==> src/hw/rtl/ppvl_pkg.sv <==
// types and constants shared by the polar pose velocity law unit
package ppvl_pkg;

   localparam int PosW   = 32;
   localparam int HeadW  = 16;
   localparam int GainW  = 16;
   localparam int DiffW  = 33;
   localparam int XW     = 44;
   localparam int ZW     = 21;
   localparam int AngW   = 20;
   localparam int RhoW   = 36;
   localparam int XSplit = 22;

   localparam int CsrIdxW = 2;
   localparam logic [CsrIdxW-1:0] CSR_GAIN_RHO   = 2'd0;
   localparam logic [CsrIdxW-1:0] CSR_GAIN_ALPHA = 2'd1;
   localparam logic [CsrIdxW-1:0] CSR_GAIN_BETA  = 2'd2;

   localparam logic signed [ZW-1:0] PI_Q16       = 21'sd205887;
   localparam logic [15:0]          INV_GAIN_Q16 = 16'd39797;

   localparam logic signed [ZW-1:0] ATAN_TABLE [32] = '{
      21'sd51472, 21'sd30386, 21'sd16055, 21'sd8150, 21'sd4091, 21'sd2047, 21'sd1024,
      21'sd512, 21'sd256, 21'sd128, 21'sd64, 21'sd32, 21'sd16, 21'sd8, 21'sd4, 21'sd2,
      21'sd1, 21'sd0, 21'sd0, 21'sd0, 21'sd0, 21'sd0, 21'sd0, 21'sd0,
      21'sd0, 21'sd0, 21'sd0, 21'sd0, 21'sd0, 21'sd0, 21'sd0, 21'sd0
   };

   typedef struct packed {
      logic signed [PosW-1:0]  robot_x;
      logic signed [PosW-1:0]  robot_y;
      logic signed [HeadW-1:0] robot_heading;
      logic signed [PosW-1:0]  goal_x;
      logic signed [PosW-1:0]  goal_y;
   } req_type;

   typedef struct packed {
      logic signed [PosW-1:0] linear_velocity;
      logic signed [PosW-1:0] angular_velocity;
   } rsp_type;

   typedef struct packed {
      logic                    zero;
      logic signed [HeadW-1:0] heading;
      logic signed [XW-1:0]    x;
      logic signed [XW-1:0]    y;
      logic signed [ZW-1:0]    z;
   } cordic_beat_type;

   typedef struct packed {
      logic signed [GainW-1:0] rho;
      logic signed [GainW-1:0] alpha;
      logic signed [GainW-1:0] beta;
   } gains_type;

endpackage

==> src/hw/rtl/ppvl_cordic_cell.sv <==
// one vectoring cordic iteration with its own pipeline register
module ppvl_cordic_cell
   import ppvl_pkg::*;
#(
   parameter int STEP = 0
) (
   input  logic            clock,
   input  logic            reset,
   input  logic            in_valid,
   input  cordic_beat_type in_beat,
   output logic            take,
   input  logic            down_take,
   output logic            out_valid,
   output cordic_beat_type out_beat
);

   localparam logic signed [ZW-1:0] ATAN_STEP = ATAN_TABLE[STEP];

   logic            valid_ff, valid_in;
   cordic_beat_type beat_ff, beat_in;
   logic signed [XW-1:0] xs, ys;

   assign take     = !valid_ff || down_take;
   assign valid_in = take ? in_valid : valid_ff;

   always_comb begin
      xs      = in_beat.x >>> STEP;
      ys      = in_beat.y >>> STEP;
      beat_in = in_beat;
      if (!in_beat.y[XW-1]) begin
         beat_in.x = in_beat.x + ys;
         beat_in.y = in_beat.y - xs;
         beat_in.z = in_beat.z + ATAN_STEP;
      end else begin
         beat_in.x = in_beat.x - ys;
         beat_in.y = in_beat.y + xs;
         beat_in.z = in_beat.z - ATAN_STEP;
      end
   end

   always_ff @(posedge clock) begin
      if (reset) begin
         valid_ff <= 1'b0;
      end else begin
         valid_ff <= valid_in;
      end
   end

   always_ff @(posedge clock) begin
      if (take && in_valid) begin
         beat_ff <= beat_in;
      end
   end

   assign out_valid = valid_ff;
   assign out_beat  = beat_ff;

   // x only grows once the vector sits in the right half plane
   a_x_nonneg: assert property (@(posedge clock) disable iff (reset)
      valid_ff |-> !beat_ff.x[XW-1])
      else $error("cordic x went negative");

endmodule

==> config.mk <==
export PLATFORM = sky130hd
export DESIGN_NAME = ppvl_cordic_cell
export DESIGN_NICKNAME = d
export VERILOG_FILES = /design/src/hw/rtl/ppvl_pkg.sv /design/src/hw/rtl/ppvl_cordic_cell.sv
export SDC_FILE = /design/constraint.sdc
export NUM_CORES = 1
export LEC_CHECK = 0
export BUFFER_PORTS_ARGS = -buffer_cell sky130_fd_sc_hd__buf_2
export CAP_MARGIN = 20
export CORE_ASPECT_RATIO = 1.25
export CORE_MARGIN = 2
export CORE_UTILIZATION = 43
export DETAILED_ROUTE_END_ITERATION = 10
export PLACE_DENSITY = 0.64
export SYNTH_ARGS = -nofsm -noshare
export SYNTH_HDL_FRONTEND = slang
export SYNTH_SLANG_ARGS = --single-unit
==> constraint.sdc <==
create_clock -name clock -period 11.8 [get_ports clock]
set_input_delay 1.77 -clock clock [delete_from_list [all_inputs] [get_ports clock]]
set_output_delay 1.77 -clock clock [all_outputs]
set_load 0.03 [all_outputs]
==> impl_results.rst <==
.. list-table::
   :header-rows: 1

   * - Metric
     - Value
   * - Via-to-Cell Ratio
     - ~5.8
   * - Required time at the worst-slack endpoint
     - between 10000 and 15000 ps
   * - Overflow left after global routing
     - 0
   * - Most frequently used flop master after synthesis
     - sky130_fd_sc_hd__edfxtp_1
   * - Crit path kind
     - in2reg
   * - PortBufs
     - approximately 260
   * - Startpoint class of the critical path
     - input pin
   * - Fmax
     - 0.198 GHz
   * - P_int
     - ~1.1 mW
   * - Worst Max-Slew Pin Slew
     - 1060 ps
   * - Initial antenna violation count
     - 3
   * - Total track usage
     - 0.271
   * - Slew Limit Headroom
     - 0.295
   * - Post-cts repair resize count
     - 0
   * - Unrepaired setup endpoints after global routing
     - no
   * - Run status
     - completed
   * - Worst min path class
     - reg2reg
   * - Power per standard cell area
     - between 100 and 150 mW/mm2
   * - Data arrival time of the worst path
     - 5210 ps
   * - Clock Skews
     - roughly 17 ps
   * - Area share of the largest cell type after synthesis
     - 0.288
   * - Total Neg Setup Slack
     - 0 ps
   * - Number of warning messages in the yosys log
     - 0
   * - List of cells traversed by the critical path
     - buf_2 > inv_1 > ha_1 > nand2b_1 > a221oi_1 > o21ai_0 > o31ai_1 > a31oi_1 > o21a_1 > o211ai_1 > a31oi_1 > xor2_1
   * - IR Drop Worst-Case VDD
     - between 80 and 90 uV
   * - Maximum net fanout on the critical path
     - 5
   * - Routability congestion estimate from global placement
     - between 0.9 and 1
   * - Hold Violations, Final
     - 0
   * - Post-route minimum period
     - approximately 5000 ps
   * - Total vias in the final route
     - 12700
   * - Iter 0 DRT Violations
     - 1124
   * - Remaining routing DRC violations
     - 0
   * - Largest net degree at the start of global routing
     - approximately 90
   * - Antenna Violating Nets Remaining
     - 0
   * - Net count after synthesis
     - 1864
   * - Switching part of the total
     - 0.398
   * - CTS Root Cell
     - sky130_fd_sc_hd__clkbuf_16
   * - Final HPWL from detailed placement
     - 34700 um
   * - Number of enable flip-flop cells after synthesis
     - between 100 and 150
   * - Final setup margin
     - roughly 6800 ps
   * - Clock slew at the register clock pins of the worst setup and hold paths
     - roughly 60 ps
   * - Seq/Total Area, Yosys
     - 0.289
   * - Die Span Y
     - 199 um
   * - Worst setup slack before clock tree synthesis
     - between 6000 and 7000 ps
   * - Floorplan Core Area
     - 0.0299 mm2
   * - Asr flop ratio synth
     - 0
   * - Pre-antenna DRT Iters
     - 6
   * - Gate Count Post-Synth
     - around 1600
   * - Leakage dissipation
     - 6.63 nW
   * - Syn avg cell area
     - roughly 8.3 um2
   * - Clk buf depth
     - 2
   * - Total count of max-transition violations in the final report
     - 0
   * - Area of the die
     - between 0.03 and 0.04 mm2
   * - Number of nets in the finished design
     - around 2100
   * - Latest clock arrival within the worst-skew pair
     - between 400 and 500 ps
   * - Most frequent CP cell
     - sky130_fd_sc_hd__a31oi_1
   * - Starting utilization of the core area
     - 0.436
   * - Count of pins on the block boundary
     - roughly 260
   * - Count leader, synth
     - sky130_fd_sc_hd__a21oi_1
   * - Endpoints failing setup
     - 0
   * - Worst Path Buf+Inv
     - 2
   * - Critical path's largest stage delay
     - around 800 ps
   * - Hold bufs inserted after CTS
     - 0
   * - Most used standard cells in the synthesized netlist
     - sky130_fd_sc_hd__a21oi_1 (187), sky130_fd_sc_hd__ha_1 (160), sky130_fd_sc_hd__inv_1 (142), sky130_fd_sc_hd__nor2_1 (130), sky130_fd_sc_hd__edfxtp_1 (125)
   * - Site row count
     - about 70
   * - Number of buffers created by CTS
     - 17
   * - Post-route worst hold slack
     - around 500 ps
   * - Net load switching power
     - ~730 uW
   * - CTS HTree Levels
     - 4
   * - Clock power share
     - 0.281
   * - Register bit total from synthesis
     - roughly 130
   * - Kind of capture point of the worst setup path
     - register
   * - Max-cap violations
     - 0
   * - Via count of the first global-routing pass
     - roughly 12000
   * - Wirelength, routed
     - 43700 um
   * - Flop pwr share
     - 0.321
   * - Total power after layout
     - ~1.8 mW
   * - Number of library cell types mapped by synthesis
     - 73
   * - CP max-delay cell
     - sky130_fd_sc_hd__o31ai_1
   * - Largest area contributor in the netlist
     - sky130_fd_sc_hd__edfxtp_1
   * - Leading cell types by total area after synthesis
     - sky130_fd_sc_hd__edfxtp_1 (29%), sky130_fd_sc_hd__ha_1 (15%), sky130_fd_sc_hd__a21oi_1 (7.2%)
   * - Total clock sinks
     - 126
   * - Fraction of final layout cells sized beyond drive strength 1
     - 0.175
   * - Routed length per instance
     - 19.8 um
   * - Portion of total power attributed to combinational logic
     - 0.398
   * - First-pass GRT wire length
     - ~67000 um
   * - Synthesized area
     - between 0.01 and 0.015 mm2
   * - # Post-CTS Setup Buffers
     - 0
   * - Final worst path period share
     - 0.427
   * - Dominant delay contributor by cell family on the critical path
     - compound AO/OA/AOI/OAI gates
   * - TritonCTS clock tree
     - done
   * - Post-synthesis to final-layout area growth
     - 16.2%
   * - Width of the die
     - 160 um
cell families (layout without fill, tap and decap cells):
logic type / after synthesis / in the layout / synth area share
adders and majority gates: 164 / 164 / 0.160
AOI/OAI and AO/OA: 535 / 535 / 0.259
DFF: 126 / 126 / 0.289
xor gates and xnor gates: 92 / 92 / 0.0618
buffers and inverters: 218 / 444 / 0.0646
and+or+nand+nor: 416 / 416 / 0.151
muxes: 19 / 19 / 0.0147
other: 0 / 3 / 0
placed cells by master, fill, tap and decap left out, types with 15 or more instances in the layout:
cell	n
sky130_fd_sc_hd__buf_2	256
sky130_fd_sc_hd__a21oi_1	187
sky130_fd_sc_hd__ha_1	160
sky130_fd_sc_hd__inv_1	142
sky130_fd_sc_hd__nor2_1	130
sky130_fd_sc_hd__edfxtp_1	125
sky130_fd_sc_hd__o21ai_0	113
sky130_fd_sc_hd__nand2_1	98
sky130_fd_sc_hd__xnor2_1	74
sky130_fd_sc_hd__nor3_1	48
sky130_fd_sc_hd__o21bai_1	46
sky130_fd_sc_hd__a21o_1	30
sky130_fd_sc_hd__nand3_1	28
sky130_fd_sc_hd__nand4_1	19
sky130_fd_sc_hd__xor2_1	18
sky130_fd_sc_hd__mux2i_1	18
sky130_fd_sc_hd__nor2b_1	17
sky130_fd_sc_hd__o31ai_1	17
sky130_fd_sc_hd__clkbuf_16	17
sky130_fd_sc_hd__o21a_1	16
sky130_fd_sc_hd__a31oi_1	15
sky130_fd_sc_hd__a211oi_1	15
path summary, 6_finish.rpt:
check        depth (start not counted)                      to              startpoint  slack, ps
min                                  2  out_valid$_SDFFE_PP0N_  out_valid$_SDFFE_PP0N_        510
min reg2reg                          2  out_valid$_SDFFE_PP0N_  out_valid$_SDFFE_PP0N_        510
max reg2reg                          3  out_beat[40]$_DFFE_PP_  out_valid$_SDFFE_PP0N_       9460
max                                 12  out_beat[60]$_DFFE_PP_             in_beat[22]       6760
power by group through the flow:
stage	clock network [mW]	logic [mW]	registers (mW)
finish	0.514	0.726	0.586
global route	0.535	0.785	0.591
CTS	0.524	0.719	0.587
detailed placement	0	0.715	0.596
global placement	0	0.712	0.595
floorplan	0	0.387	0.709
worst register-to-register path, stage by stage (launching register included):
cell	delay [ps]
sky130_fd_sc_hd__dfxtp_1	300
sky130_fd_sc_hd__nand2b_1	100
sky130_fd_sc_hd__and2_4	560
sky130_fd_sc_hd__buf_4	880
routing by layer:
metal	track usage	wire length [um]
met4	0.145	2220
met2	0.484	21700
met3	0.0419	2860
met1	0.312	16900
met5	0	0
registers in the layout, indices dropped and copies added (netlist names):
signal     count
out_valid      1
out_beat     125
metrics by stage:
step,instances,cell area (um2),utilization
global route,2200,15200,0.506
floorplan,1570,13000,-
CTS,2197,15100,0.506
finish,2200,15200,0.506
global placement,2165,14600,0.487
detailed placement,2165,14600,0.487
final cells by class:
cell class                      count  area (um2)
Tap cell                          401         502
Fill cell                        2983       14800
Multi-Input combinational cell   1226        8430
Inverter                          152         571
Sequential cell                   126        3770
Clock inverter                     14         119
Clock buffer                       18         439
Timing Repair Buffer              260        1310
Antenna cell                        3        7.51
Note: power is estimated with default switching activity, not from simulation.
