===== config.mk =====
export PLATFORM = sky130hd
export DESIGN_NAME = ppvl_post
export DESIGN_NICKNAME = d
export VERILOG_FILES = /design/src/hw/rtl/ppvl_pkg.sv /design/src/hw/rtl/ppvl_post.sv
export SDC_FILE = /design/constraint.sdc
export NUM_CORES = 2
export LEC_CHECK = 0
export BUFFER_PORTS_ARGS = -buffer_cell sky130_fd_sc_hd__clkbuf_2
export CORE_MARGIN = 1
export CORE_UTILIZATION = 45
export DETAILED_ROUTE_END_ITERATION = 7
export PLACE_DENSITY_LB_ADDON = 0.08
export REMOVE_ABC_BUFFERS = 1
export SYNTH_ARGS = -nofsm -noshare
export SYNTH_HDL_FRONTEND = slang
export SYNTH_SLANG_ARGS = --single-unit

===== constraint.sdc =====
create_clock -name clock -period 22.3 [get_ports clock]
set_input_delay 3.345 -clock clock [delete_from_list [all_inputs] [get_ports clock]]
set_output_delay 3.345 -clock clock [all_outputs]
set_load 0.005 [all_outputs]

===== src/hw/rtl/ppvl_pkg.sv =====
// types and constants shared by the polar pose velocity law unit
package ppvl_pkg;

   localparam int PosW   = 32;
   localparam int HeadW  = 16;
   localparam int GainW  = 16;
   localparam int DiffW  = 33;
   localparam int XW     = 44;
   localparam int ZW     = 21;
   localparam int AngW   = 20;
   localparam int RhoW   = 36;
   localparam int XSplit = 22;

   localparam int CsrIdxW = 2;
   localparam logic [CsrIdxW-1:0] CSR_GAIN_RHO   = 2'd0;
   localparam logic [CsrIdxW-1:0] CSR_GAIN_ALPHA = 2'd1;
   localparam logic [CsrIdxW-1:0] CSR_GAIN_BETA  = 2'd2;

   localparam logic signed [ZW-1:0] PI_Q16       = 21'sd205887;
   localparam logic [15:0]          INV_GAIN_Q16 = 16'd39797;

   localparam logic signed [ZW-1:0] ATAN_TABLE [32] = '{
      21'sd51472, 21'sd30386, 21'sd16055, 21'sd8150, 21'sd4091, 21'sd2047, 21'sd1024,
      21'sd512, 21'sd256, 21'sd128, 21'sd64, 21'sd32, 21'sd16, 21'sd8, 21'sd4, 21'sd2,
      21'sd1, 21'sd0, 21'sd0, 21'sd0, 21'sd0, 21'sd0, 21'sd0, 21'sd0,
      21'sd0, 21'sd0, 21'sd0, 21'sd0, 21'sd0, 21'sd0, 21'sd0, 21'sd0
   };

   typedef struct packed {
      logic signed [PosW-1:0]  robot_x;
      logic signed [PosW-1:0]  robot_y;
      logic signed [HeadW-1:0] robot_heading;
      logic signed [PosW-1:0]  goal_x;
      logic signed [PosW-1:0]  goal_y;
   } req_type;

   typedef struct packed {
      logic signed [PosW-1:0] linear_velocity;
      logic signed [PosW-1:0] angular_velocity;
   } rsp_type;

   typedef struct packed {
      logic                    zero;
      logic signed [HeadW-1:0] heading;
      logic signed [XW-1:0]    x;
      logic signed [XW-1:0]    y;
      logic signed [ZW-1:0]    z;
   } cordic_beat_type;

   typedef struct packed {
      logic signed [GainW-1:0] rho;
      logic signed [GainW-1:0] alpha;
      logic signed [GainW-1:0] beta;
   } gains_type;

endpackage


===== src/hw/rtl/ppvl_post.sv =====
// gain scaling, angle law and saturation after the cordic chain
module ppvl_post
   import ppvl_pkg::*;
(
   input  logic            clock,
   input  logic            reset,
   input  logic            in_valid,
   input  cordic_beat_type in_beat,
   output logic            in_take,
   input  gains_type       gains,
   output logic            rsp_valid,
   input  logic            rsp_stall,
   output rsp_type         rsp_data
);

   localparam int PhW  = XW - XSplit + 17;
   localparam int PlW  = XSplit + 16;
   localparam int SumW = PhW + XSplit + 1;
   localparam int LinW = RhoW + GainW;
   localparam int AngPW = AngW + GainW;

   function automatic logic signed [PosW-1:0] sat32(input logic signed [63:0] v);
      logic signed [63:0] hi, lo;
      hi = 64'sd2147483647;
      lo = -64'sd2147483648;
      if (v > hi) begin
         sat32 = 32'sh7fffffff;
      end else if (v < lo) begin
         sat32 = 32'sh80000000;
      end else begin
         sat32 = v[PosW-1:0];
      end
   endfunction

   logic v1_ff, v2_ff, v3_ff, v4_ff;
   logic v1_in, v2_in, v3_in, v4_in;
   logic t1, t2, t3, t4;

   logic signed [PhW-1:0]   ph1_ff;
   logic [PlW-1:0]          pl1_ff;
   logic signed [AngW-1:0]  bearing1_ff;
   logic signed [HeadW-1:0] hd1_ff;
   logic                    zero1_ff;

   logic signed [RhoW-1:0] rho2_ff;
   logic signed [AngW-1:0] alpha2_ff, beta2_ff;

   logic signed [LinW-1:0]  plin3_ff;
   logic signed [AngPW-1:0] pa3_ff, pb3_ff;

   rsp_type out_ff;

   logic signed [ZW-1:0]    zr;
   logic signed [AngW-1:0]  bearing_in;
   logic signed [PhW-1:0]   ph_in;
   logic [PlW-1:0]          pl_in;
   logic signed [SumW-1:0]  rho_sum;
   logic signed [RhoW-1:0]  rho_in;
   logic signed [AngW-1:0]  hd_ext, alpha_in, beta_in;
   logic signed [LinW:0]    lin_sum;
   logic signed [AngPW:0]   ang_sum;
   rsp_type                 out_in;

   assign t4      = !v4_ff || !rsp_stall;
   assign t3      = !v3_ff || t4;
   assign t2      = !v2_ff || t3;
   assign t1      = !v1_ff || t2;
   assign in_take = t1;

   assign v1_in = t1 ? in_valid : v1_ff;
   assign v2_in = t2 ? v1_ff : v2_ff;
   assign v3_in = t3 ? v2_ff : v3_ff;
   assign v4_in = t4 ? v3_ff : v4_ff;

   always_comb begin
      zr         = (in_beat.z + ZW'(4)) >>> 3;
      bearing_in = in_beat.zero ? '0 : AngW'(zr);
      ph_in      = $signed(in_beat.x[XW-1:XSplit]) * $signed({1'b0, INV_GAIN_Q16});
      pl_in      = in_beat.x[XSplit-1:0] * INV_GAIN_Q16;

      rho_sum = ($signed(SumW'(ph1_ff)) <<< XSplit) + $signed(SumW'(pl1_ff))
                + SumW'(64'sd8388608);
      rho_in  = zero1_ff ? '0 : rho_sum[RhoW+23:24];
      hd_ext  = AngW'(hd1_ff);
      alpha_in = bearing1_ff - hd_ext;
      beta_in  = -hd_ext - alpha_in;

      lin_sum = (LinW+1)'(plin3_ff) + (LinW+1)'(128);
      ang_sum = (AngPW+1)'(pa3_ff) + (AngPW+1)'(pb3_ff) + (AngPW+1)'(16);
      out_in.linear_velocity  = sat32(64'(lin_sum >>> 8));
      out_in.angular_velocity = sat32(64'(ang_sum >>> 5));
   end

   always_ff @(posedge clock) begin
      if (reset) begin
         v1_ff <= 1'b0;
         v2_ff <= 1'b0;
         v3_ff <= 1'b0;
         v4_ff <= 1'b0;
      end else begin
         v1_ff <= v1_in;
         v2_ff <= v2_in;
         v3_ff <= v3_in;
         v4_ff <= v4_in;
      end
   end

   always_ff @(posedge clock) begin
      if (t1 && in_valid) begin
         ph1_ff      <= ph_in;
         pl1_ff      <= pl_in;
         bearing1_ff <= bearing_in;
         hd1_ff      <= in_beat.heading;
         zero1_ff    <= in_beat.zero;
      end
      if (t2 && v1_ff) begin
         rho2_ff   <= rho_in;
         alpha2_ff <= alpha_in;
         beta2_ff  <= beta_in;
      end
      if (t3 && v2_ff) begin
         plin3_ff <= rho2_ff * gains.rho;
         pa3_ff   <= alpha2_ff * gains.alpha;
         pb3_ff   <= beta2_ff * gains.beta;
      end
      if (t4 && v3_ff) begin
         out_ff <= out_in;
      end
   end

   assign rsp_valid = v4_ff;
   assign rsp_data  = out_ff;

   // distance is never negative
   a_rho_nonneg: assert property (@(posedge clock) disable iff (reset)
      v2_ff |-> !rho2_ff[RhoW-1])
      else $error("negative distance");

endmodule


==> run metrics <==
status finished clean; commonest non-fill, non-tap cell in the layout inv_1; Synth Register Bits 348; Starting Density 0.4535; Cells after Synth 7423; Rows around 150; crit path cell chain clkbuf_2, nand2_1, fa_1, inv_1, fa_1, inv_1, fa_1, inv_1, fa_1, fa_1, inv_1, fa_1, inv_1, ha_1, a21o_1, a21o_1, a21oi_1, o21ai_0, o21ai_0, o21a_1, o21ai_0, o41ai_1, o21ai_0, xor2_1; Worst Hold Class reg2reg; worst-case clock buffer depth 3; antenna violations before repair 2; PostCTS Resize Cnt 0; Max Cap Violations 0; vias per cell 4.999; total CTS buffers 44; Worst Skew 0.05491 ns; first-pass GRT wire length between 200000 and 300000 um; DRC Markers 0; routability congestion estimate approximately 0.85; area delta synth->final 6.705%; RSZ-0062 raised after global routing false; FFs w/ async S/R, synth 0; number of flops mapped to enable cells by yosys 344; Area contributors post-synth fa_1 41%, edfxtp_1 14%, ha_1 13%, inv_1 9.6%, nand2_1 4.0%; final period utilization 0.4522; gr ovfl total 0; met1 GRT Util 0.3351; Final Slew Violations 0; DR vias between 40000 and 50000; area of the core 0.1608 sq mm; WL/cell approximately 18 um; Top Ports 244; layout cells sized above 1 0.04658; FMAX ~0.1 GHz; Rel. slew slack 0.1584; TritonCTS clock tree yes; critical path's largest stage delay 0.67 ns; required time worst endpoint around 23 ns; GR Util met3 0.02057; die height 404.5 um; Critical Path Sink Type flop; Seq/Total Area, Yosys 0.1428; Routed WL 175000 um; TritonRoute pass-1 iters 5; setup TNS 0 ns; Worst-Skew Late Latency ~0.65 ns; synth warn 0; type of origin of the critical path primary input; leading cell types in the layout, fill and taps excluded 1867 x inv_1, 1485 x fa_1, 772 x nand2_1, 759 x ha_1, 462 x and2_1; DIE AREA 0.1636 sq mm; H-tree levels 2; Final nets 9921; crit path kind in2reg; number of port buffers 197; Top Usage Layer GRT met2; root buffer cell clkbuf_16; Post-CTS Setup Repair Bufs 0; Critical-path top delay cell o21ai_0; hold buffer count at CTS 0; cell area after synthesis 0.07290 sq mm; Starting DRT DRC Count ~2500; prevailing post-synth register cell edfxtp_1; DRT antenna net count 0; Unique masters post-synth 80; area leader, netlist fa_1; final hold violation count 0; syn avg cell area 9.821 sq um; met2 usage 0.3594; post-detail-place hpwl 143100 um; Yosys top cell area share 0.4078; Die Wd a little over 400 um; GRT Overall Usage 0.2236; minimum clock period 10.08 ns; most numerous cell on the critical path fa_1; largest net degree at the start of global routing 68; vias in the first global route roughly 52000; CTS clock-pin slew for the worst setup and hold paths 0.06 ns; Worst Path Arrival ~10 ns; Worst Tran Pin Value roughly 1.2 ns; worst-path maximum fanout 20; final setup fails 0; Clock Sinks 348
## per-stage QoR
stage | std cells | area, sq um | hold WS (ns) | setup slack, ns | util
2_1_floorplan | 7210 | 72090 | 0.4444 | 12.64 | -
3_3_place_gp | 9613 | 76170 | 0.4867 | 11.58 | 0.4738
3_5_place_dp | 9613 | 76170 | 0.4928 | 11.50 | 0.4738
4_1_cts | 9695 | 77790 | 0.5233 | 12.18 | 0.4839
5_1_grt | 9696 | 77790 | 0.5609 | 11.79 | 0.4839
6_report | 9696 | 77790 | 0.5111 | 12.22 | 0.4839
## cell type report
class,count,area (sq um)
Clock inverter,32,476.7
Timing Repair Buffer,243,1331
Sequential cell,348,10410
Antenna cell,1,2.502
Multi-Input combinational cell,4995,54720
Fill cell,15437,82960
Inverter,1867,7008
Clock buffer,50,1144
Tap cell,2160,2703
## synthesized netlist by cell type, drive strengths merged, types with 8 or more instances
library cell	count
a211oi	22
a21boi	15
a21o	69
a21oi	178
a31oi	15
and2	462
and3	40
and4	14
buf	9
clkbuf	204
edfxtp	344
fa	1485
ha	759
inv	1867
nand2	772
nand2b	47
nand3	72
nand4	40
nor2	268
nor2b	38
nor3	54
nor4	10
o21a	48
o21ai	140
o21bai	25
o41ai	8
or3	18
xnor2	206
xor2	93
## critical path: cells and delay by family
kind,cells,cell delay [ns]
adders and majority gates,7,3.35
AOI/OAI and AO/OA,9,2.76
buffers and inverters,6,0.64
xor gates and xnor gates,1,0.19
and+or+nand+nor,1,0.16
## path summary, 6_finish.rpt
| kind | slack (ns) | depth (start not counted) | endpoint | from |
|---|---|---|---|---|
| worst min-delay path | 0.51 | 2 | rsp_valid$_SDFFE_PP0P_ | v3_ff$_SDFFE_PP0P_ |
| worst max register to register | 14.53 | 23 | pb3_ff[34]$_DFFE_PP_ | beta2_ff[7]$_DFFE_PP_ |
| worst min register to register | 0.51 | 2 | rsp_valid$_SDFFE_PP0P_ | v3_ff$_SDFFE_PP0P_ |
| worst max-delay path | 12.22 | 24 | pb3_ff[34]$_DFFE_PP_ | gains[1] |
## cell families after synthesis
family,share of synthesized area
AOI/OAI and AO/OA,0.05250
xor gates and xnor gates,0.03592
adders and majority gates,0.5380
buffers and inverters,0.1073
DFF,0.1428
muxes,0.0005492
and+or+nand+nor,0.1229
## per-layer routing
| layer | up-vias | wire (um) |
|---|---|---|
| met2 | 869 | 80380 |
| met5 | - | 0 |
| met1 | 24779 | 85600 |
| met4 | 0 | 2193 |
| li1 | 22679 | - |
| met3 | 145 | 6780 |
## flip-flops by register name (all words and copies together) (netlist names), 16 cells and up
| name | cells |
|---|---|
| alpha2_ff | 19 |
| bearing1_ff | 18 |
| beta2_ff | 20 |
| hd1_ff | 16 |
| pa3_ff | 35 |
| pb3_ff | 36 |
| ph1_ff | 38 |
| pl1_ff | 16 |
| plin3_ff | 45 |
| rho2_ff | 36 |
| rsp_data | 64 |
Power is not shown: default switching activity piles up to over one toggle a cycle in this logic, so the estimate is an artifact.
